==> src/design/smx_pkg.sv <==
// shared types, codes and defaults for the stack machine executor
`default_nettype none

package smx_pkg;

    // default sizes
    localparam int STACK_DEPTH_DEF  = 64;
    localparam int MEMORY_WORDS_DEF = 16;

    // opcodes
    localparam logic [3:0] OP_ADD   = 4'd0;
    localparam logic [3:0] OP_NOR   = 4'd1;
    localparam logic [3:0] OP_IFZ   = 4'd2;
    localparam logic [3:0] OP_HALT  = 4'd3;
    localparam logic [3:0] OP_LOAD  = 4'd4;
    localparam logic [3:0] OP_STORE = 4'd5;
    localparam logic [3:0] OP_POP   = 4'd6;
    localparam logic [3:0] OP_PUSHI = 4'd7;
    localparam logic [3:0] OP_NOOP  = 4'd8;

    // status codes
    localparam logic [2:0] ST_EXEC    = 3'd0;
    localparam logic [2:0] ST_SKIP    = 3'd1;
    localparam logic [2:0] ST_HALTED  = 3'd2;
    localparam logic [2:0] ST_UNDER   = 3'd3;
    localparam logic [2:0] ST_OVER    = 3'd4;
    localparam logic [2:0] ST_BADADDR = 3'd5;

    // what a stack cell does this cycle
    typedef enum logic [1:0] {
        SH_HOLD,
        SH_PUSH,
        SH_POP1,
        SH_POP2
    } shift_op_t;

    // one result word
    typedef struct packed {
        logic [2:0]  status;
        logic [31:0] top_value;
        logic [6:0]  stack_depth;
        logic        halted;
        logic        mem_write_valid;
        logic [3:0]  mem_write_addr;
        logic [31:0] mem_write_data;
    } res_t;

endpackage

`default_nettype wire

==> src/design/smx_cell.sv <==
// one stack cell: holds a word and shifts it toward or away from the top
`default_nettype none

module smx_cell (
    input  wire logic               aclk,
    input  wire smx_pkg::shift_op_t op,
    input  wire logic [31:0]        from_up,
    input  wire logic [31:0]        from_dn1,
    input  wire logic [31:0]        from_dn2,
    output logic [31:0]             q,
    output logic [31:0]             d
);

    logic [31:0] value_reg;
    logic [31:0] value_next;

    // select the incoming word
    always_comb begin
        case (op)
            smx_pkg::SH_HOLD: value_next = value_reg;
            smx_pkg::SH_PUSH: value_next = from_up;
            smx_pkg::SH_POP1: value_next = from_dn1;
            smx_pkg::SH_POP2: value_next = from_dn2;
            default:          value_next = value_reg;
        endcase
    end

    always_ff @(posedge aclk) begin
        value_reg <= value_next;
    end

    assign q = value_reg;
    assign d = value_next;

endmodule

`default_nettype wire

==> config.mk <==
export PLATFORM = sky130hd
export DESIGN_NAME = smx_cell
export DESIGN_NICKNAME = d
export VERILOG_FILES = /design/src/design/smx_pkg.sv /design/src/design/smx_cell.sv
export SDC_FILE = /design/constraint.sdc
export NUM_CORES = 1
export LEC_CHECK = 0
export BUFFER_PORTS_ARGS = -buffer_cell sky130_fd_sc_hd__buf_2
export CAP_MARGIN = 25
export CORE_ASPECT_RATIO = 0.9
export CORE_MARGIN = 4
export CORE_UTILIZATION = 35
export CTS_BUF_LIST = sky130_fd_sc_hd__clkbuf_4
export DETAILED_ROUTE_END_ITERATION = 6
export PLACE_DENSITY = 0.85
export SLEW_MARGIN = 40
export SYNTH_ARGS = -nofsm -noshare
export SYNTH_HDL_FRONTEND = slang
export SYNTH_SLANG_ARGS = --single-unit
export TNS_END_PERCENT = 100
==> constraint.sdc <==
create_clock -name aclk -period 1.2 [get_ports aclk]
set_input_delay 0.12 -clock aclk [delete_from_list [all_inputs] [get_ports aclk]]
set_output_delay 0.12 -clock aclk [all_outputs]
set_load 0.005 [all_outputs]
Word-level counts from Yosys, hierarchy flattened
Index checks and enable logic that the tools add are counted.
- register bits after elaboration: 32
- input port bits: 99
- word-level logic and storage cells: 6
- equality and inequality tests: 3
- mux-type cells: 1
- reduce and logical (&&, ||, !) cells: 1
- operator list (kind ; number):
    32-bit one-hot mux with 4 select lines ; 1
    2-bit equality test (second input constant) ; 2
    2-bit by 1-bit equality test with 1-bit output (second input constant) ; 1
    2-bit logical NOT ; 1

Depth between registers and ports, before layout
- word-level depth: 2
- mapped depth: 3
- depth with buffers taken out: 1

Worst setup path before layout
OpenSTA, ideal clock, no wires.
- path type: in2reg
- start point: input op[0]
- end point: register value_reg[0], in the netlist q[0]
- setup time: 143 ps
- arrival time: 890 ps
- required time: 1057 ps
- slack: 167 ps
- cell stages on the path: 3
- path buffers: 2
- cell sequence: buf_6 buf_12 mux4_2
- cells in the longest elaborated chain, start to end: 2
- elaborated cells between the ends (all ways): 5
- ends and longest elaborated chain (what ; line ; text):
    start: declaration ; smx_cell.sv:6 ; input wire smx_pkg::shift_op_t op,
    2-bit equality test, or another cell as far along ; smx_cell.sv:19 ; case (op)
    32-bit one-hot mux with 4 select lines * ; smx_cell.sv:19 ;
    named net d[0] ; smx_cell.sv:11 ; output logic [31:0] d
    end signal: assignment ; smx_cell.sv:29 ; value_reg <= value_next;
    end: declaration ; smx_cell.sv:14 ; logic [31:0] value_reg;
Mark *: on every way through the listed nets, which the timed path passes. The rest lies on a longest branch.

Worst setup path after layout
- start point: register value_reg[10], in the netlist q[10]
- end point: output d[10]
- cells in the longest elaborated chain, start to end: 1
- ends and longest elaborated chain (what ; line):
    32-bit one-hot mux with 4 select lines ; smx_cell.sv:19
    end: declaration ; smx_cell.sv:11
Every way passes these cells.

==> impl_results.md <==
- Commonest non-fill, non-tap cell in the layout: buf_2
- Vias per cell: 5.10
- Max VDD drop: 745 µV
- Crit path cell chain: mux4_2, buf_6
- Crit Path Max Fanout: 2
- H-tree depth: 2
- WHS Path Cells: 2
- First-pass GRT wire length: 8280 µm
- Root buf cell: clkbuf_4
- Synthesized instance count: 71
- WL final: 5280 µm
- Register area share after synthesis: 44.0%
- Synthesized area per cell: 20.5 µm²
- Initial Util: 37.7%
- Row Count: 21
- I/O pin count: 163
- Commonest non-fill, non-tap cells in the layout: buf_2, mux4_2, dfxtp_2
- Flop2flop setup slack: 0.07 ns
- CP required: 1.08 ns
- Final period utilization: 117%
- Netlist cell types: 6
- Worst Skew: 0 ns
- Number of flip-flops in the largest register: 32
- Failing checks: negative setup slack
- Startpoint types: flop
- Post-route cell area: 2480 µm²
- CTS sink cnt: 32
- Outcome: finished, violations left
- Max-capacitance violation count: 0
- Critical path launch point: q[10]
- Critical Path Stages: 2
- Clock Tree Buf Depth: 2
- # DRC: 0
- Synth warn: 0
- WP data arrival: 1.29 ns
- Layout cells sized above 1: 95.1%
- FF+latch count, synth: 32
- RePlAce Congestion: 0.749
- Pre-CTS setup slack: -0.147 ns
- Num CTS Buffers: 5
- Final Hold Fails: 0
- CP Buf/Inv Count: 1
- Kind of critical path: flop to primary output
- DR WL/cell: 18.1 µm
- Clock transition at the registers of the reported paths: 0.10 ns
- Gr usage total: 20.0%
- Pwr Density: 1120 nW/µm²
- Initial DRC Count: 55
- Filler cell count: 304
- Fin crit period: 1.41 ns
- Chip height: 69.2 µm
- Fin. max-slew vios: 0
- Dpl cells: 276
- Fmax: 710 MHz
- Post-Syn Nets: 170
- Critical-path top delay cell: mux4_2
- Leak: 1.23 nW
- Hold Buf Count CTS: 0
- Relative max-transition margin: 87.7%
- CORE AREA: 3860 µm²
- Worst setup path endpoint: d[10]
- Setup violators final: 32
- DR pass1 iterations: 4
- Die Area: 5250 µm²
- CTS tree: built
- PortBufs: 162
- Crit-path max cell delay: 0.49 ns
- Initial antenna violation count: 0
- Worst Max-Slew Pin Slew: 0.184 ns
- Largest net degree at the start of global routing: 19
- Dpl cell area: 2320 µm²
- CP Capture Type: primary output
- DP HPWL: 4560 µm
- Final WS setup: -0.209 ns
- # diodes: 0
- Reg2reg start: q[4]
- Final antenna-violating net count: 0
- DR vias: 1,489
- Fin cells: 292
- Critical path's top delay family: multiplexers
- Final #Nets: 344
- Unrepaired setup endpoints after global routing: yes
- Min-Delay Path Class: input pin to flop
- R2R Path End: q[4]
- R2R depth: 3
- Grt total ovfl: 0
- Area delta synth->final: 70.2%
- Die width: 76.0 µm
- Vias in the first global route: 1,692
- Synthesized area: 1460 µm²
- Insertion delay to the later sink of the worst-skew pair: 0.32 ns
-- power breakdown --
| part | switching (mW) | total (mW) | internal, mW |
|---|---|---|---|
| Clock | 0.347 | 0.618 | 0.270 |
| Combinational | 0.313 | 0.871 | 0.558 |
| Sequential | 0.0625 | 1.28 | 1.21 |
| Total | 0.723 | 2.76 | 2.04 |
-- kinds of logic (layout without fill, tap and decap cells) --
kind of cell | count (synthesis) | in the layout | share of synthesized area (%)
multiplexers | 32 | 32 | 50.0
buffers and inverters | 7 | 182 | 5.93
flip-flops | 32 | 32 | 44.0
-- worst reg2reg max path, stage by stage (launching register included) --
cell and delay (ns):
dfxtp_2 0.33, mux4_2 0.45, buf_4 0.14, buf_4 0.12
-- timing repair --
action	in CTS	in global routing
endpoints found under the setup margin	32	32
gates resized for setup	10	17
setup buffers	6	2
-- stage by stage --
step | hold WS (ns) | TNS [ns] | utilization (%) | power (mW)
after global routing | 0.109 | -7.08 | 64.1 | 2.93
after floorplan | 0.316 | 0 | - | 1.63
after global placement | 0.446 | -2.24 | 60.0 | 2.07
after detailed placement | 0.452 | -3.56 | 60.0 | 2.10
final | 0.117 | -5.41 | 64.1 | 2.76
after CTS | 0.104 | -5.95 | 63.1 | 2.77
-- metal layers --
metal / vias to the layer above / GRT usage (%) / wire, µm
li1: 655 / - / -
met3: 15 / 7.79 / 519
met5: - / 0 / 0
met2: 94 / 38.3 / 3010
met1: 725 / 18.3 / 1600
met4: 0 / 8.70 / 149
-- synthesized netlist by cell type --
| master | count | share of area (%) |
|---|---|---|
| dfxtp_1 | 32 | 44 |
| mux4_2 | 30 | 46 |
| buf_6 | 1 | 0.77 |
| buf_12 | 3 | 4.1 |
| mux4_1 | 2 | 3.6 |
| buf_2 | 3 | 1.0 |
-- final cells by class --
| type | instances | area (µm²) | area share [%] |
|---|---|---|---|
| timing repair buffer | 174 | 976 | 39.4 |
| clock inverter | 1 | 3.75 | 0.152 |
| clock buffer | 7 | 52.6 | 2.12 |
| multi-input combinational | 32 | 721 | 29.1 |
| sequential | 32 | 667 | 26.9 |
| tap | 46 | 57.6 | 2.32 |
-- how the worst min path moves through the flow --
stage / start / end
after floorplan: op[1] / q[28]
after global placement: from_dn2[28] / q[28]
after detailed placement: from_dn1[24] / q[24]
after CTS: from_dn1[25] / q[25]
after global routing: from_dn1[29] / q[29]
final: from_dn2[29] / q[29]
Note: power is estimated with default switching activity, not from simulation.
