## src/design/smx_pkg.sv

```systemverilog
// shared types, codes and defaults for the stack machine executor
`default_nettype none

package smx_pkg;

    // default sizes
    localparam int STACK_DEPTH_DEF  = 64;
    localparam int MEMORY_WORDS_DEF = 16;

    // opcodes
    localparam logic [3:0] OP_ADD   = 4'd0;
    localparam logic [3:0] OP_NOR   = 4'd1;
    localparam logic [3:0] OP_IFZ   = 4'd2;
    localparam logic [3:0] OP_HALT  = 4'd3;
    localparam logic [3:0] OP_LOAD  = 4'd4;
    localparam logic [3:0] OP_STORE = 4'd5;
    localparam logic [3:0] OP_POP   = 4'd6;
    localparam logic [3:0] OP_PUSHI = 4'd7;
    localparam logic [3:0] OP_NOOP  = 4'd8;

    // status codes
    localparam logic [2:0] ST_EXEC    = 3'd0;
    localparam logic [2:0] ST_SKIP    = 3'd1;
    localparam logic [2:0] ST_HALTED  = 3'd2;
    localparam logic [2:0] ST_UNDER   = 3'd3;
    localparam logic [2:0] ST_OVER    = 3'd4;
    localparam logic [2:0] ST_BADADDR = 3'd5;

    // what a stack cell does this cycle
    typedef enum logic [1:0] {
        SH_HOLD,
        SH_PUSH,
        SH_POP1,
        SH_POP2
    } shift_op_t;

    // one result word
    typedef struct packed {
        logic [2:0]  status;
        logic [31:0] top_value;
        logic [6:0]  stack_depth;
        logic        halted;
        logic        mem_write_valid;
        logic [3:0]  mem_write_addr;
        logic [31:0] mem_write_data;
    } res_t;

endpackage

`default_nettype wire

```

## src/design/smx_obuf.sv

```systemverilog
// result register with a skid stage
`default_nettype none

module smx_obuf (
    input  wire logic          aclk,
    input  wire logic          aresetn,
    input  wire logic          in_valid,
    output logic               in_ready,
    input  wire smx_pkg::res_t in_word,
    output logic               out_valid,
    input  wire logic          out_ready,
    output smx_pkg::res_t      out_word
);

    logic          out_valid_reg;
    logic          out_valid_next;
    logic          skid_valid_reg;
    logic          skid_valid_next;
    smx_pkg::res_t out_word_reg;
    smx_pkg::res_t out_word_next;
    smx_pkg::res_t skid_word_reg;
    smx_pkg::res_t skid_word_next;
    logic          push;

    assign in_ready = !skid_valid_reg;
    assign push     = in_valid && in_ready;

    // move words from input or skid into the output register, or park the input in the skid while stalled
    always_comb begin
        out_valid_next  = out_valid_reg;
        out_word_next   = out_word_reg;
        skid_valid_next = skid_valid_reg;
        skid_word_next  = skid_word_reg;
        if (!out_valid_reg || out_ready) begin
            if (skid_valid_reg) begin
                out_valid_next  = 1'b1;
                out_word_next   = skid_word_reg;
                skid_valid_next = 1'b0;
            end else begin
                out_valid_next = push;
                out_word_next  = in_word;
            end
        end else if (push) begin
            skid_valid_next = 1'b1;
            skid_word_next  = in_word;
        end
    end

    always_ff @(posedge aclk) begin
        if (!aresetn) begin
            out_valid_reg  <= 1'b0;
            skid_valid_reg <= 1'b0;
        end else begin
            out_valid_reg  <= out_valid_next;
            skid_valid_reg <= skid_valid_next;
        end
    end

    always_ff @(posedge aclk) begin
        out_word_reg  <= out_word_next;
        skid_word_reg <= skid_word_next;
    end

    assign out_valid = out_valid_reg;
    assign out_word  = out_word_reg;

endmodule

`default_nettype wire

```

## config.mk

```make
export PLATFORM = sky130hd
export DESIGN_NAME = smx_obuf
export DESIGN_NICKNAME = d
export VERILOG_FILES = /design/src/design/smx_pkg.sv /design/src/design/smx_obuf.sv
export SDC_FILE = /design/constraint.sdc
export NUM_CORES = 1
export LEC_CHECK = 0
export BUFFER_PORTS_ARGS = -buffer_cell sky130_fd_sc_hd__buf_2
export CAP_MARGIN = 25
export CORE_MARGIN = 1
export CORE_UTILIZATION = 52
export CTS_CLUSTER_DIAMETER = 80
export DETAILED_ROUTE_END_ITERATION = 10
export PLACE_DENSITY = 0.79
export SYNTH_ARGS = -nofsm -noshare
export SYNTH_HDL_FRONTEND = slang
export SYNTH_SLANG_ARGS = --single-unit
```

## constraint.sdc

```tcl
create_clock -name aclk -period 24.6 [get_ports aclk]
set_clock_uncertainty 0.05 [all_clocks]
set_input_delay 7.38 -clock aclk [delete_from_list [all_inputs] [get_ports aclk]]
set_output_delay 7.38 -clock aclk [all_outputs]
set_load 0.02 [all_outputs]
```

After elaboration in Yosys (flattened, before gate mapping). Cells that the tools add are included.

Reduce and logical (&&, ||, !) cells: 6. Multiplexer cells: 2. Bitwise gates (word level): 2.

Operators by type and width (count): $mux W80 (1); $logic_not A1 Y1 (2); $not A1 Y1 (2); $reduce_and A2 Y1 (1); $reduce_or A2 Y1 (1); $logic_and A1 B1 Y1 (1); $logic_or A1 B1 Y1 (1); $mux W1 (1).

Output and inout port bits: 82. Register bits: 162. Input port bits: 84.

Depth between registers and ports, before layout.
Word-level depth: 4. Mapped depth: 4. Mapped depth without buffers: 2.

Least setup slack after synthesis. OpenSTA, ideal clock, no wires.

Kind: in2reg. Start point: input out_ready. End point: register skid_word_reg[0] (netlist name) (enable). Data arrival time: 15351 ps. Required time: 23917 ps. Stages: 2. Buffers on the path: 0. Slack: 8566 ps. Library setup time: 633 ps. Cell sequence: nand2b_1 > nor3b_1.

Cells in the longest elaborated chain, start to end: 3.

Ends and longest elaborated chain: start, declared (RTL line smx_obuf.sv:11) `input wire logic out_ready,`; $logic_or A1 B1 Y1 (RTL line smx_obuf.sv:34) `if (!out_valid_reg || out_ready) begin`; $not A1 Y1 (no line); $reduce_and A2 Y1 (no line); end signal, assigned (RTL line smx_obuf.sv:61) `skid_word_reg <= skid_word_next;`; end, declared (RTL line smx_obuf.sv:21) `smx_pkg::res_t skid_word_reg;`.

No other way between the ends. A chain may end at the register's enable or synchronous reset.

Final worst setup path.
Start point: input out_ready. End point: register skid_word_reg[35] (netlist name) (enable).

The elaborated chain is that of the path after synthesis.

==> impl_metrics.yaml <==
sta:
  tightest_slew_ps: 735.7
  tns_ps: 0
  slew_violations: 0
  fin_crit_sh_pct: 36.18
  max_freq_mhz: 112.4
  maxSlewHeadroom_pct: 50.95
  hold_viol: 0
  fin_ws_ps: 15700
  fin_crit_ps: 8900
  grt_setup_unrepaired: "no"
  finalSetupViolCount: 0
floorplan:
  chipWidth_um: 110.4
  io_pins: 166
  core_area_um2: 11420
  rows: 39
  dieArea_um2: 12180
  die_h_um: 110.4
  start_util_pct: 53.48
min_path:
  hold_path.startpoint: "skid_word_reg[37]"
  holdPathEnd: "out_word[37]"
  whs_path_depth: 1
  min_path_type: "reg -> reg"
setup_path:
  slowest_delay_ps: 600
  crit_chain: "buf_2, nand2b_4, nor3b_2, buf_4"
  crit_slowest_cell: "buf_4"
  start_kind: "primary input"
  path_max_fanout: 54
  crit_arrival_ps: 8880
  crit_type: "in -> reg"
  regToRegStartpoint: "skid_valid_reg"
  worstPathRequired_ps: 24580
  cp.buffers_inverters: 2
  r2r_end: "out_word[77]"
  crit_family: "simple AND/OR/NAND/NOR gates"
  r2r_slack_ps: 22350
  critPathCaptureType: "register"
  r2r_cells: 2
yosys:
  synth_edf_count: 160
  synth.avg_cell_area_um2: 23.76
  yosysSeqAreaShare_pct: 79.33
  yosysTopAreaCellShare_pct: 78.67
  async_flop_share_pct: 0
  syn_area_um2: 6107
  synth_fp_nets: 341
  synth_top_flop_cell: "edfxtp_1"
  ys_ff_latch: 162
  syn_inst: 257
  synthDistinctLibCells: 13
  ys_top_cells_by_count: "edfxtp_1, mux2_4, mux2_2, buf_6, mux2_1"
  synthTopCellsByArea: "edfxtp_1, mux2_4, mux2_2, buf_6, mux2_1"
  yosysMostFrequentCell: "edfxtp_1"
  synth_top_area_cell: "edfxtp_1"
  synth_warnings: 0
cts:
  cts_tree: "yes"
  htree_levels: 4
  insertion_delay_ps: 410
  numCtsBuffers: 17
  cts_buffer_depth: 2
  cts_resized: 0
  cts_setup_buffers: 0
  clk_pin_slew_ps: 60
  clock-sinks: 162
  hold_buffers: 0
  cts.root.buffer_cell: "clkbuf_16"
routing:
  via_count: 2953
  final_antenna_net_count: 0
  wl_per_cell_um: 17.39
  drt_drc_violations_left: 0
  routed_wl_mm: 10.29
  firstDrtPassIters: 4
  via_per_inst: 4.988
  drtIter0Drc: 165
cells_and_area:
  drive_gt1_share_pct: 61.02
  diodes: 0
  syn_to_final_growth_pct: 25.94
  fill_cells: 774
  nets: 520
global_route:
  grt_max_degree: 55
  grt_pass1_wl_mm: 14.99
  grt_remaining_overflow: 0
  grt_use_total_pct: 17.30
  grt_pass1_vias: 2867
  antenna_found_initial: 0
power:
  vdd_drop_max_uv: 43.40
  power_mw: 0.6453
  p_leak_nw: 3.046
  power.density_nw_per_um2: 83.90
placement:
  gp_congestion: 0.7075
  pre_cts_ws_ps: 15290
  hpwl_mm: 6.716
  placement.io_buffers: 165
job:
  drv_cap: 0
outcome:
  status: "completed"
==> logic make-up (layout without fill, tap and decap cells) <==
| kind of cell | after synthesis | in the layout | synth area share [%] |
|---|---|---|---|
| mux | 80 | 80 | 18.44 |
| compound gates | 1 | 1 | 0.1230 |
| buf+inv | 10 | 202 | 1.618 |
| simple gates | 4 | 4 | 0.4917 |
| flops | 162 | 162 | 79.33 |
==> worst max path at each step <==
| stage | from | to | slack, ps | depth (start not counted) |
|---|---|---|---|---|
| final | out_ready | skid_word_reg[35] | 15700 | 4 |
| after CTS | skid_valid_reg | in_ready | 15690 | 2 |
| after global routing | out_ready | skid_word_reg[13] | 15590 | 4 |
| after detailed placement | out_ready | skid_word_reg[32] | 15290 | 4 |
| after global placement | out_ready | skid_word_reg[65] | 14980 | 4 |
| after floorplan | out_ready | skid_word_reg[0] | 8570 | 2 |
==> cells in the final DEF, fill, tap and decap left out, types with 2 or more instances in the layout <==
cell,netlist,final
nor3b_2,1,2
clkinv_4,0,3
buf_2,1,165
edfxtp_1,160,160
clkinvlp_4,0,2
mux2_1,7,7
buf_4,0,3
bufinv_16,0,4
clkinv_1,0,4
mux2_2,13,13
clkbuf_16,0,17
mux2_4,60,60
==> worst reg2reg max path: cells and delay by family (launching register included) <==
family | cells | cell delay (ps)
buf+inv | 1 | 720
flops | 1 | 780
mux | 1 | 430
==> per-stage QoR <==
| stage | instance area [um2] | hold slack (ps) | std cells | utilization [%] |
|---|---|---|---|---|
| after floorplan | 6107 | 458.3 | 257 | - |
| after global placement | 7056 | 466.7 | 559 | 61.79 |
| after detailed placement | 7076 | 476.2 | 560 | 61.97 |
| after CTS | 7691 | 494.5 | 592 | 67.36 |
| after global routing | 7691 | 509.3 | 592 | 67.36 |
| final | 7691 | 492.5 | 592 | 67.36 |
==> power breakdown <==
part | leakage, nW | internal, mW | switching (mW)
clock | 0.293 | 0.169 | 0.103
combinational | 1.18 | 0.0219 | 0.0281
sequential | 1.57 | 0.319 | 0.00425
total | 3.05 | 0.510 | 0.135
==> layer usage <==
layer  share of wire (%)  wire length, um  global-route usage [%]  vias up
met2                  47             4797                   25.51      134
met4                 1.1              116                   7.237        0
li1                    -                -                       -     1386
met3                 6.8              695                   4.879        8
met5                   0                0                       0        -
met1                  46             4685                   24.29     1425
==> area by class of cell <==
| type | count | area [um2] | share of cell area [%] |
|---|---|---|---|
| inverter | 1 | 3.754 | 0.04880 |
| sequential | 162 | 4848 | 63.04 |
| multi-input combinational | 85 | 1176 | 15.29 |
| tap | 143 | 178.9 | 2.326 |
| clock inverter | 15 | 190.2 | 2.473 |
| clock buffer | 17 | 425.4 | 5.531 |
| timing repair buffer | 169 | 868.3 | 11.29 |
(Power assumes the default switching activity.)
