**config.mk**
```make
export PLATFORM = sky130hd
export DESIGN_NAME = smx_dmem
export DESIGN_NICKNAME = d
export VERILOG_FILES = /design/src/design/smx_pkg.sv /design/src/design/smx_dmem.sv
export SDC_FILE = /design/constraint.sdc
export NUM_CORES = 1
export LEC_CHECK = 0
export BUFFER_PORTS_ARGS = -buffer_cell sky130_fd_sc_hd__buf_2
export CORE_MARGIN = 2
export CORE_UTILIZATION = 30
export CTS_CLUSTER_DIAMETER = 80
export DETAILED_ROUTE_END_ITERATION = 8
export PLACE_DENSITY_LB_ADDON = 0.12
export RECOVER_POWER = 100
export SKIP_CTS_REPAIR_TIMING = 1
export SYNTH_ARGS = -nofsm -noshare
export SYNTH_HDL_FRONTEND = slang
export SYNTH_SLANG_ARGS = --single-unit
```
**constraint.sdc**
```tcl
create_clock -name aclk -period 6.6 [get_ports aclk]
set_clock_uncertainty 0.05 [all_clocks]
set_input_delay 1.32 -clock aclk [delete_from_list [all_inputs] [get_ports aclk]]
set_output_delay 1.32 -clock aclk [all_outputs]
set_load 0.1 [all_outputs]
```
**src/design/smx_pkg.sv**
```systemverilog
// shared types, codes and defaults for the stack machine executor
`default_nettype none

package smx_pkg;

    // default sizes
    localparam int STACK_DEPTH_DEF  = 64;
    localparam int MEMORY_WORDS_DEF = 16;

    // opcodes
    localparam logic [3:0] OP_ADD   = 4'd0;
    localparam logic [3:0] OP_NOR   = 4'd1;
    localparam logic [3:0] OP_IFZ   = 4'd2;
    localparam logic [3:0] OP_HALT  = 4'd3;
    localparam logic [3:0] OP_LOAD  = 4'd4;
    localparam logic [3:0] OP_STORE = 4'd5;
    localparam logic [3:0] OP_POP   = 4'd6;
    localparam logic [3:0] OP_PUSHI = 4'd7;
    localparam logic [3:0] OP_NOOP  = 4'd8;

    // status codes
    localparam logic [2:0] ST_EXEC    = 3'd0;
    localparam logic [2:0] ST_SKIP    = 3'd1;
    localparam logic [2:0] ST_HALTED  = 3'd2;
    localparam logic [2:0] ST_UNDER   = 3'd3;
    localparam logic [2:0] ST_OVER    = 3'd4;
    localparam logic [2:0] ST_BADADDR = 3'd5;

    // what a stack cell does this cycle
    typedef enum logic [1:0] {
        SH_HOLD,
        SH_PUSH,
        SH_POP1,
        SH_POP2
    } shift_op_t;

    // one result word
    typedef struct packed {
        logic [2:0]  status;
        logic [31:0] top_value;
        logic [6:0]  stack_depth;
        logic        halted;
        logic        mem_write_valid;
        logic [3:0]  mem_write_addr;
        logic [31:0] mem_write_data;
    } res_t;

endpackage

`default_nettype wire

```
**src/design/smx_dmem.sv**
```systemverilog
// data memory with registered read and valid bits for cleared-at-reset words
`default_nettype none

module smx_dmem #(
    parameter int WORDS = smx_pkg::MEMORY_WORDS_DEF
) (
    input  wire logic                       aclk,
    input  wire logic                       aresetn,
    input  wire logic                       wr_en,
    input  wire logic [$clog2(WORDS)-1:0]   wr_addr,
    input  wire logic [31:0]                wr_data,
    input  wire logic [31:0]                rd_addr,
    output logic [31:0]                     rd_data
);

    localparam int AW = $clog2(WORDS);

    logic [31:0]      mem [0:WORDS-1];
    logic [WORDS-1:0] valid_reg;
    logic [31:0]      rd_word_reg;
    logic [31:0]      fwd_data_reg;
    logic             rd_valid_reg;
    logic             fwd_hit_reg;
    logic [AW-1:0]    rd_idx;

    // out-of-range reads are never used, steer them to word zero
    assign rd_idx = (rd_addr < 32'(WORDS)) ? rd_addr[AW-1:0] : '0;

    // storage and registered read
    always_ff @(posedge aclk) begin
        if (wr_en) begin
            mem[wr_addr] <= wr_data;
        end
        rd_word_reg  <= mem[rd_idx];
        fwd_data_reg <= wr_data;
    end

    // valid bits and read bypass flags
    always_ff @(posedge aclk) begin
        if (!aresetn) begin
            valid_reg    <= '0;
            rd_valid_reg <= 1'b0;
            fwd_hit_reg  <= 1'b0;
        end else begin
            if (wr_en) begin
                valid_reg[wr_addr] <= 1'b1;
            end
            rd_valid_reg <= valid_reg[rd_idx];
            fwd_hit_reg  <= wr_en && (wr_addr == rd_idx);
        end
    end

    // a word never written reads as zero
    assign rd_data = fwd_hit_reg  ? fwd_data_reg :
                     rd_valid_reg ? rd_word_reg  : 32'd0;

endmodule

`default_nettype wire

```
======== Word level (Yosys, flattened, before mapping) ========
Memory sizes are Yosys's and may differ from the RTL's. A register that Yosys moved wholly into a read port is not among the register bits.
Cells that the tools add are included.
Widths: inputs -> output; s select.
cells by class
  bitwise gates (word level) .............. 1
  multiplexer cells ....................... 9
  eq/ne operators ......................... 1
  multipliers ............................. 0
  magnitude comparators ................... 4
  reductions and logical operators ........ 2
  shift-type cells ........................ 0
  divide/modulo/power cells ............... 0
  add/subtract/negate cells ............... 0
operator list
  kind                 number
  $mux 32              2
  $lt 32x5->1 const B  1
  $or 16x16->16        1
  $lt 4x5->1 const B   2
  $bmux 1 s4           1
  $demux 1 s4          1
  $eq 4x4->1           1
  $ge 4x1->1 const B   1
  $mux 1               4
  $mux 4               1
  $logic_and 1x1->1    2
word-level totals
  memories kept ........................... 1
  latch bits .............................. 0
  logic and storage cells ................. 22
  input bits .............................. 71
  output and inout bits ................... 32
  ROM bits ................................ 0
  RAM bits ................................ 512
  register bits ........................... 50
memory list
  memory  words  bits a word  rd ports  clocked after Yosys merged registers in  wr ports  RTL line        text
  mem     16     32           1         1                                        1         smx_dmem.sv:18  logic [31:0] mem [0:WORDS-1];

======== Longest topological paths before layout ========
Gate-level depths: netlist of run 1.
  depth in word-level cells ............... 5
  depth in mapped cells ................... 9
  mapped depth without buffers ............ 5

======== Least setup slack after synthesis of run 1 ========
Ideal clock, no wire load.
  path kind ............................... input port to flip-flop
  from .................................... input wr_en
  to ...................................... memory mem[0][0], enable pin
  slack ................................... 2206 ps
  library setup time ...................... 463 ps
  arrival time ............................ 3881 ps
  stages on the path ...................... 3
  buffers on the path ..................... 0
  data required time ...................... 6087 ps
  cell sequence ........................... nor2b_1 > nand2b_1 > nor3_1
between the ends
  word-level cells in the longest chain between the ends .. 2
RTL lines
  element                       RTL line        text
  start, declared               smx_dmem.sv:9   input wire logic wr_en,
  $mux 1                        smx_dmem.sv:31  if (wr_en) begin
  $mux 1 (implied by the code)  smx_dmem.sv:32  mem[wr_addr] <= wr_data;
  end, declared                 smx_dmem.sv:18
No other way between the ends.

======== Worst setup path in the final report of run 1 ========
  from .................................... register fwd_hit_reg
  to ...................................... output rd_data[20]
between the ends
  word-level cells in the longest chain between the ends .. 1
RTL lines
  element                 RTL line        text
  start, declared         smx_dmem.sv:23  logic fwd_hit_reg;
  start signal, assigned  smx_dmem.sv:49  fwd_hit_reg <= wr_en && (wr_addr == rd_idx);
  $mux 32                 smx_dmem.sv:54  assign rd_data = fwd_hit_reg ? fwd_data_reg :
  end, declared           smx_dmem.sv:13  output logic [31:0] rd_data
No other way between the ends.

==> results of run 1 <==
==> Yosys cell counts (3+ instances only) <==
cell type,count,area share
edfxtp_1,512,0.69
dfxtp_1,82,0.073
mux4_2,66,0.067
o21ai_0,66,0.015
mux2_2,61,0.031
nand3_1,38,0.0085
clkbuf_1,34,0.0057
a22oi_1,33,0.011
mux2i_1,33,0.015
a221o_1,31,0.014
a22o_1,31,0.012
o221a_1,30,0.015
buf_2,21,0.0047
nor2_1,19,0.0032
o21a_1,16,0.0054
buf_6,13,0.0066
nand2_1,10,0.0017
buf_4,7,0.0024
nor2b_1,7,0.0020
nor4_2,7,0.0039
buf_1,4,0.00067
nor3_1,4,0.00090
mux2_1,3,0.0015
nand2b_1,3,0.00084
nand4_1,3,0.00084
o21ai_1,3,0.00067
==> worst max-delay path by stage <==
stage | start | to | slack (ps) | cells after the start
global route | fwd_hit_reg$_SDFF_PN0_ | rd_data[20] | 1340 | 3
detailed placement | rd_addr[0] | rd_word_reg[24]$_DFF_P_ | 2490 | 7
finish | fwd_hit_reg$_SDFF_PN0_ | rd_data[20] | 1490 | 3
floorplan | wr_en | mem[0][0]$_DFFE_PP_ | 2210 | 3
global placement | rd_addr[27] | rd_word_reg[31]$_DFF_P_ | 2500 | 7
CTS | rd_valid_reg$_SDFF_PN0_ | rd_data[16] | 2300 | 4
==> final cells by class <==
cell class / count / area [um2]
sequential: 594 / 17000
multi-input combinational: 489 / 4900
clock buffer: 105 / 1960
timing repair buffer: 134 / 676
inverter: 2 / 8.76
clock inverter: 18 / 124
antenna: 1 / 2.50
tap: 969 / 1210
fill: 7047 / 48200
==> logic make-up (layout without fill, tap and decap cells) <==
group,count (synthesis),in the layout,synth area share
mux,163,163,0.114
buf+inv,81,259,0.0204
other cells,0,1,0
flops,594,594,0.762
simple gates,103,103,0.0265
compound gates,221,221,0.0769
xor+xnor,2,2,0.000784
==> layout by cell type, fill, tap and decap left out, types with 30 or more instances in the layout <==
master / Yosys / routed
a221o_1: 31 / 31
mux2i_1: 33 / 33
dfxtp_1: 82 / 81
buf_2: 21 / 64
clkbuf_1: 34 / 81
edfxtp_1: 512 / 512
a22o_1: 31 / 31
mux2_2: 61 / 61
nand3_1: 38 / 38
o221a_1: 30 / 30
clkbuf_16: 0 / 71
mux4_2: 66 / 66
a22oi_1: 33 / 33
o21ai_0: 66 / 67
==> where the power goes <==
part / switching [mW] / total, mW / internal [mW]
sequential: 0.0176 / 4.18 / 4.16
clock: 1.47 / 3.53 / 2.06
combinational: 0.226 / 0.342 / 0.116
==> metal layers <==
layer,vias to the layer above,wire length [um],share of wire,global-route usage
li1,5067,-,-,-
met1,6044,27300,0.46,0.213
met2,262,28100,0.47,0.255
met3,89,2570,0.043,0.0306
met4,0,1390,0.023,0.0403
met5,-,0,0,0
==> stage by stage <==
step	power, mW	util	hold slack, ps
floorplan	4.45	-	383
global placement	4.61	0.324	389
detailed placement	4.61	0.324	396
CTS	8.18	0.353	409
global route	8.34	0.350	418
finish	8.05	0.350	405
==> impl_summary.txt, run 1 <==
----------------------------------------------------
[Status]
  Run status ... complete, but fails checks
  Violations in the final reports ... max-capacitance violations, max-slew violations

[Floorplanning]
  I/O pins ... 103
  Die area ... 76700 um2
  Row count ... 100
  Die outline height ... 277 um
  Effective utilization at floorplan ... 0.302
  Chip width ... 277 um
  Floorplan core area ... 74100 um2

[Final layout]
  Layout Cells excl Fill ... 2312
  Nets ... 1360
  Area growth from synthesis to final layout ... 16.0%
  Final std cell area, no fill ... 25900 um2
  Largest register FFs ... 512
  Share of layout cells above drive strength 1 ... 0.238

[Power]
  Worst ir drop on vdd ... 173 uV
  Power per unit of standard cell area ... 311 nW/um2
  Leakage power total ... 8.26 nW

[Synth]
  Average size of a mapped cell ... 19.2 um2
  Fraction of registers with async set or reset after synthesis ... 0
  Number of instances in the synthesized netlist ... 1164
  Post-synth EDFFs ... 512
  Sequential cell area fraction in the yosys report ... 0.762
  Number of synthesized register bits ... 594
  Post-Synthesis Cell Area ... 22300 um2
  Warning count from the yosys run ... 0
  Syn nets ... 1235
  Distinct cell type count of the synthesized netlist ... 47
  Predominant post-synthesis flop cell ... edfxtp_1

[Setup path]
  Max stage delay cell, worst path ... clkbuf_1
  Endpoint required time on the critical path ... 5230 ps
  FF-to-FF path depth ... 4
  Worst EP arrival ... 3740 ps
  Top Family by Delay on Critical Path ... buffers and inverters
  Maximum net fanout on the critical path ... 33
  Startpoint of the worst-slack reg-to-reg timing path ... mem[3][31]$_DFFE_PP_
  Max incr delay on CP ... 1770 ps
  Count of buffer and inverter cells on the critical path ... 2
  Slack of the worst reg-to-reg path ... 4760 ps
  Setup crit end kind ... output pin
  CP cell instances ... clkbuf_1, a22o_1, buf_2
  WS Path Type ... flip-flop to output pin
  CP Launch Type ... flip-flop
  R2r endpoint ... rd_word_reg[31]$_DFF_P_

[STA]
  Post-route setup slack ... 1490 ps
  Slew of the pin with the lowest slew margin ... 2980 ps
  Unrepaired setup endpoints after global routing ... no
  Hold Vio Cnt, Final ... 0
  Worst slew margin relative to its limit ... -0.988
  Period minus WS final ... 5110 ps
  Count of endpoints failing setup in the final report ... 0
  Final critical-path share of the clock period ... 0.775
  Sum of negative setup slack ... 0 ps
  Highest clock frequency the design can meet ... 196 MHz
  Max Slew Vio Count ... 616

[Clock tree]
  CTS tree ... done
  Clock Sink Count ... 594
  Clock network latency to the later pin of the worst-skew pair ... 590 ps
  Clock transition time at the flip-flop clock pins of the worst setup and hold paths ... 60 ps
  Number of buffers inserted during clock tree synthesis ... 68
  Clock root cell ... clkbuf_16
  Maximum number of buffers from clock root to sink ... 3
  H-tree depth ... 3

[Min path]
  Min-Delay Endpoint ... valid_reg[1]$_SDFFE_PN0P_
  Hold path cells ... 1
  Worst hold path startpoint ... valid_reg[1]$_SDFFE_PN0P_
  Worst Hold Class ... flip-flop to flip-flop

[Drt]
  Post-route DRC ... 0
  Initial DRC count ... 878
  Average wire per cell in the routed design ... 25.7 um
  Final WL ... 59400 um
  Detail Route Antenna Nets ... 0
  Router iterations before antenna repair ... 5
  Drt via density ... 4.96
  Routed vias ... 11500

[Run]
  Number of max-cap violations ... 24

[Global routing]
  Maximum number of pins on one net before global-route repair ... 58
  All-layer global routing usage ... 0.156
  Initial antenna violation count ... 0
  Overflow left after global routing ... 0
  Vias in the first global route ... 12100
  Wire length of the first global-routing pass ... 86600 um

[Placement]
  Number of input and output port buffers inserted ... 102
  Placed cell count ... 2188
  Post-place setup slack ... 2490 ps
  Final weighted congestion in routability-driven placement ... 0.682
  Dpl hpwl ... 31700 um
  Placed Area ... 24000 um2

----------------------------------------------------
No activity file was read; power rests on OpenSTA's default activity.
==> run 2: changes to the inputs <==
--- a/config.mk
+++ b/config.mk
@@ -5,6 +5,7 @@
 export SDC_FILE = /design/constraint.sdc
 export NUM_CORES = 1
 export LEC_CHECK = 0
+export ABC_AREA = 1
 export BUFFER_PORTS_ARGS = -buffer_cell sky130_fd_sc_hd__buf_2
 export CORE_MARGIN = 2
 export CORE_UTILIZATION = 30
==> constraint.sdc (replaced) <==
create_clock -name aclk -period 5.33 [get_ports aclk]
set_clock_uncertainty 0.05 [all_clocks]
set_input_delay 1.066 -clock aclk [delete_from_list [all_inputs] [get_ports aclk]]
set_output_delay 1.066 -clock aclk [all_outputs]
set_load 0.1 [all_outputs]
==> run 2 against run 1 <==
Compared with the run above:
- the run still ends with max-capacitance violations, max-slew violations left
- register-to-register slack got worse by 580 ps
- clock-buffer cell count decreased by 19
- non-clock buffer count up 5
- die area rose by 3.7%
- clock power increased by 33%
- flip-flop and latch count is the same
- largest cell class unchanged
- final area is 3.8% higher
- critical path depth up 3
- synthesized area is 3.7% higher
- global-route usage rose by 1.1 points
==> impl_summary.txt, run 2 <==
----------------------------------------------------
[Status]
  Run status ... complete, but fails checks
  Violations in the final reports ... max-capacitance violations, max-slew violations

[STA]
  Final hold slack ... 417 ps (+12.3 ps)
  Count of endpoints failing setup in the final report ... 0 (unchanged)
  Worst slew margin relative to its limit ... -1.11 (-0.121)
  Unrepaired setup endpoints after global routing ... no
  Highest clock frequency the design can meet ... 229 MHz
  Final critical-path share of the clock period ... 0.818
  Hold Vio Cnt, Final ... 0 (unchanged)
  Max Slew Vio Count ... 410 (-33%)
  Post-route setup slack ... 971 ps (-516 ps)
  Slew of the pin with the lowest slew margin ... 3150 ps (+169 ps)
  Period minus WS final ... 4360 ps
  Sum of negative setup slack ... 0 ps (unchanged)

[Floorplanning]
  I/O pins ... 103 (unchanged)
  Row count ... 101 (+1.0%)
  Die outline height ... 282 um (+1.8%)
  Chip width ... 282 um (+1.8%)
  Die area ... 79500 um2 (+3.7%)
  Effective utilization at floorplan ... 0.304 (+0.00249)
  Floorplan core area ... 76200 um2 (+2.9%)

[Drt]
  Final WL ... 65300 um (+9.9%)
  Router iterations before antenna repair ... 5 (unchanged)
  Average wire per cell in the routed design ... 21.2 um (-17%)
  Post-route DRC ... 0 (unchanged)
  Detail Route Antenna Nets ... 0 (unchanged)
  Drt via density ... 4.70 (-5.2%)
  Routed vias ... 14500 (+26%)
  Initial DRC count ... 1128 (+28%)

[Placement]
  Final weighted congestion in routability-driven placement ... 0.733 (+7.4%)
  Dpl hpwl ... 34100 um (+7.7%)
  Number of input and output port buffers inserted ... 102 (unchanged)
  Placed cell count ... 2955 (+35%)
  Post-place setup slack ... 1220 ps (-1270 ps)

[Power]
  Total power consumption of the routed design ... 10.1 mW (+26%)
  Internal Dissipation ... 7.99 mW (+26%)
  Switching component of the power ... 2.13 mW (+24%)
  Leakage power total ... 9.62 nW (+16%)
  Part of the power in the clock network ... 0.465 (+0.027)
  Worst ir drop on vdd ... 214 uV (+24%)
  Power per unit of standard cell area ... 376 nW/um2 (+21%)
  Combinational share of power ... 0.024 (-0.018)
  Share of power burned in registers ... 0.511 (-0.008)
  Switching power share of the total ... 0.210 (-0.00276)

[Clock tree]
  CTS tree ... done
  Clock network latency to the later pin of the worst-skew pair ... 600 ps (about the same)
  H-tree depth ... 3 (unchanged)
  Clock transition time at the flip-flop clock pins of the worst setup and hold paths ... 60 ps (about the same)
  Maximum number of buffers from clock root to sink ... 3 (unchanged)
  Clock root cell ... clkbuf_16
  Clock Sink Count ... 594 (unchanged)
  Number of buffers inserted during clock tree synthesis ... 68 (unchanged)

[Synth]
  Distinct cell type count of the synthesized netlist ... 24 (-49%)
  Number of synthesized register bits ... 594 (unchanged)
  Post-Synthesis Cell Area ... 23200 um2 (+3.7%)
  Fraction of registers with async set or reset after synthesis ... 0 (unchanged)
  Predominant post-synthesis flop cell ... edfxtp_1
  Sequential cell area fraction in the yosys report ... 0.734 (-0.0274)
  Dominant cell type by area after synthesis ... edfxtp_1
  Library cell with the highest instance count after synthesis ... edfxtp_1
  Post-synth EDFFs ... 512 (unchanged)
  Number of instances in the synthesized netlist ... 1904 (+64%)
  Syn nets ... 1975 (+60%)
  Area share of the largest cell type after synthesis ... 0.664 (-0.0247)
  Synth area leaders ... edfxtp_1, dfxtp_1, o211ai_1, nor2_1, nand2_1
  Warning count from the yosys run ... 0 (unchanged)
  Average size of a mapped cell ... 12.2 um2 (-37%)
  Most instantiated cells after synthesis ... edfxtp_1, nor2_1, nand2_1

[Final layout]
  Commonest non-fill, non-tap cell in the layout ... edfxtp_1
  Nets ... 2066 (+52%)
  Share of layout cells above drive strength 1 ... 0.0840 (-0.154)
  Largest register FFs ... 512 (unchanged)
  Number of inserted diodes ... 0 (-1)
  Layout Cells excl Fill ... 3077 (+33%)
  Commonest non-fill, non-tap cells in the layout ... edfxtp_1, nor2_1, nand2_1, o211ai_1, nand3_1
  Area growth from synthesis to final layout ... 16.1% (about the same)

[Global routing]
  Overflow left after global routing ... 0 (unchanged)
  Initial antenna violation count ... 0 (unchanged)
  Vias in the first global route ... 14500 (+20%)
  All-layer global routing usage ... 0.167 (+0.0109)
  Maximum number of pins on one net before global-route repair ... 159 (+170%)
  Wire length of the first global-routing pass ... 97400 um (+12%)

[Setup path]
  Max stage delay cell, worst path ... nor2_1
  Endpoint required time on the critical path ... 5460 ps (+230 ps)
  CP Launch Type ... input pin
  CP cell instances ... clkbuf_1, inv_1, nor3_1, inv_1, nor2_1, clkbuf_1
  WS Path Type ... input pin to flip-flop
  Setup crit end kind ... flip-flop
  Maximum net fanout on the critical path ... 20 (-39%)
  Worst EP arrival ... 4490 ps (+750 ps)
  Max incr delay on CP ... 1580 ps (-190 ps)

[Min path]
  Worst Hold Class ... flip-flop to flip-flop

[Run]
  Number of max-cap violations ... 21 (-13%)

----------------------------------------------------
## run 2: metrics by stage
| step | cell area [um2] | util |
|---|---|---|
| floorplan | 23200 | - |
| detailed placement | 24900 | 0.327 |
| finish | 26900 | 0.353 |
| global route | 26900 | 0.353 |
| CTS | 27100 | 0.356 |
| global placement | 24900 | 0.327 |
## run 2: path summary, 6_finish.rpt
kind,from,to,slack [ps],cells past startpoint
max,wr_en,mem[9][18]$_DFFE_PP_,970,6
max reg2reg,mem[14][18]$_DFFE_PP_,rd_word_reg[18]$_DFF_P_,4180,6
min,valid_reg[11]$_SDFFE_PN0P_,valid_reg[11]$_SDFFE_PN0P_,420,2
min reg2reg,valid_reg[11]$_SDFFE_PN0P_,valid_reg[11]$_SDFFE_PN0P_,420,2
## run 2: logic make-up after synthesis
family / count (synthesis) / synth area share
and+or+nand+nor: 700 / 0.125
DFF: 594 / 0.734
buffers and inverters: 283 / 0.0491
xor gates and xnor gates: 1 / 0.000378
AOI/OAI and AO/OA: 326 / 0.0914
## run 2: power by group through the flow
stage | Sequential (mW) | Combinational (mW) | Clock, mW
after detailed placement | 5.27 | 0.260 | 0
after global placement | 5.27 | 0.257 | 0
after CTS | 5.17 | 0.260 | 4.82
after floorplan | 5.27 | 0.108 | 0
after global routing | 5.18 | 0.270 | 5.00
final | 5.18 | 0.241 | 4.70
## run 2: worst max-delay path, delay by kind of cell
family,cells,cell delay [ps]
buf+inv,4,1640
simple gates,2,1750
## run 2: area by class of cell
cell class | instances | area (um2)
clock buffers | 86 | 1840
clock inverters | 36 | 388
fillers | 7512 | 49300
inverters | 165 | 622
multi-input cells | 1027 | 5050
flip-flops and latches | 594 | 17000
well taps | 1030 | 1290
repair buffers | 139 | 687
## run 2: layer usage
metal	track usage	wire length, um
met1	0.235	31200
met2	0.268	30500
met3	0.0252	2460
met4	0.0449	1150
met5	0	0
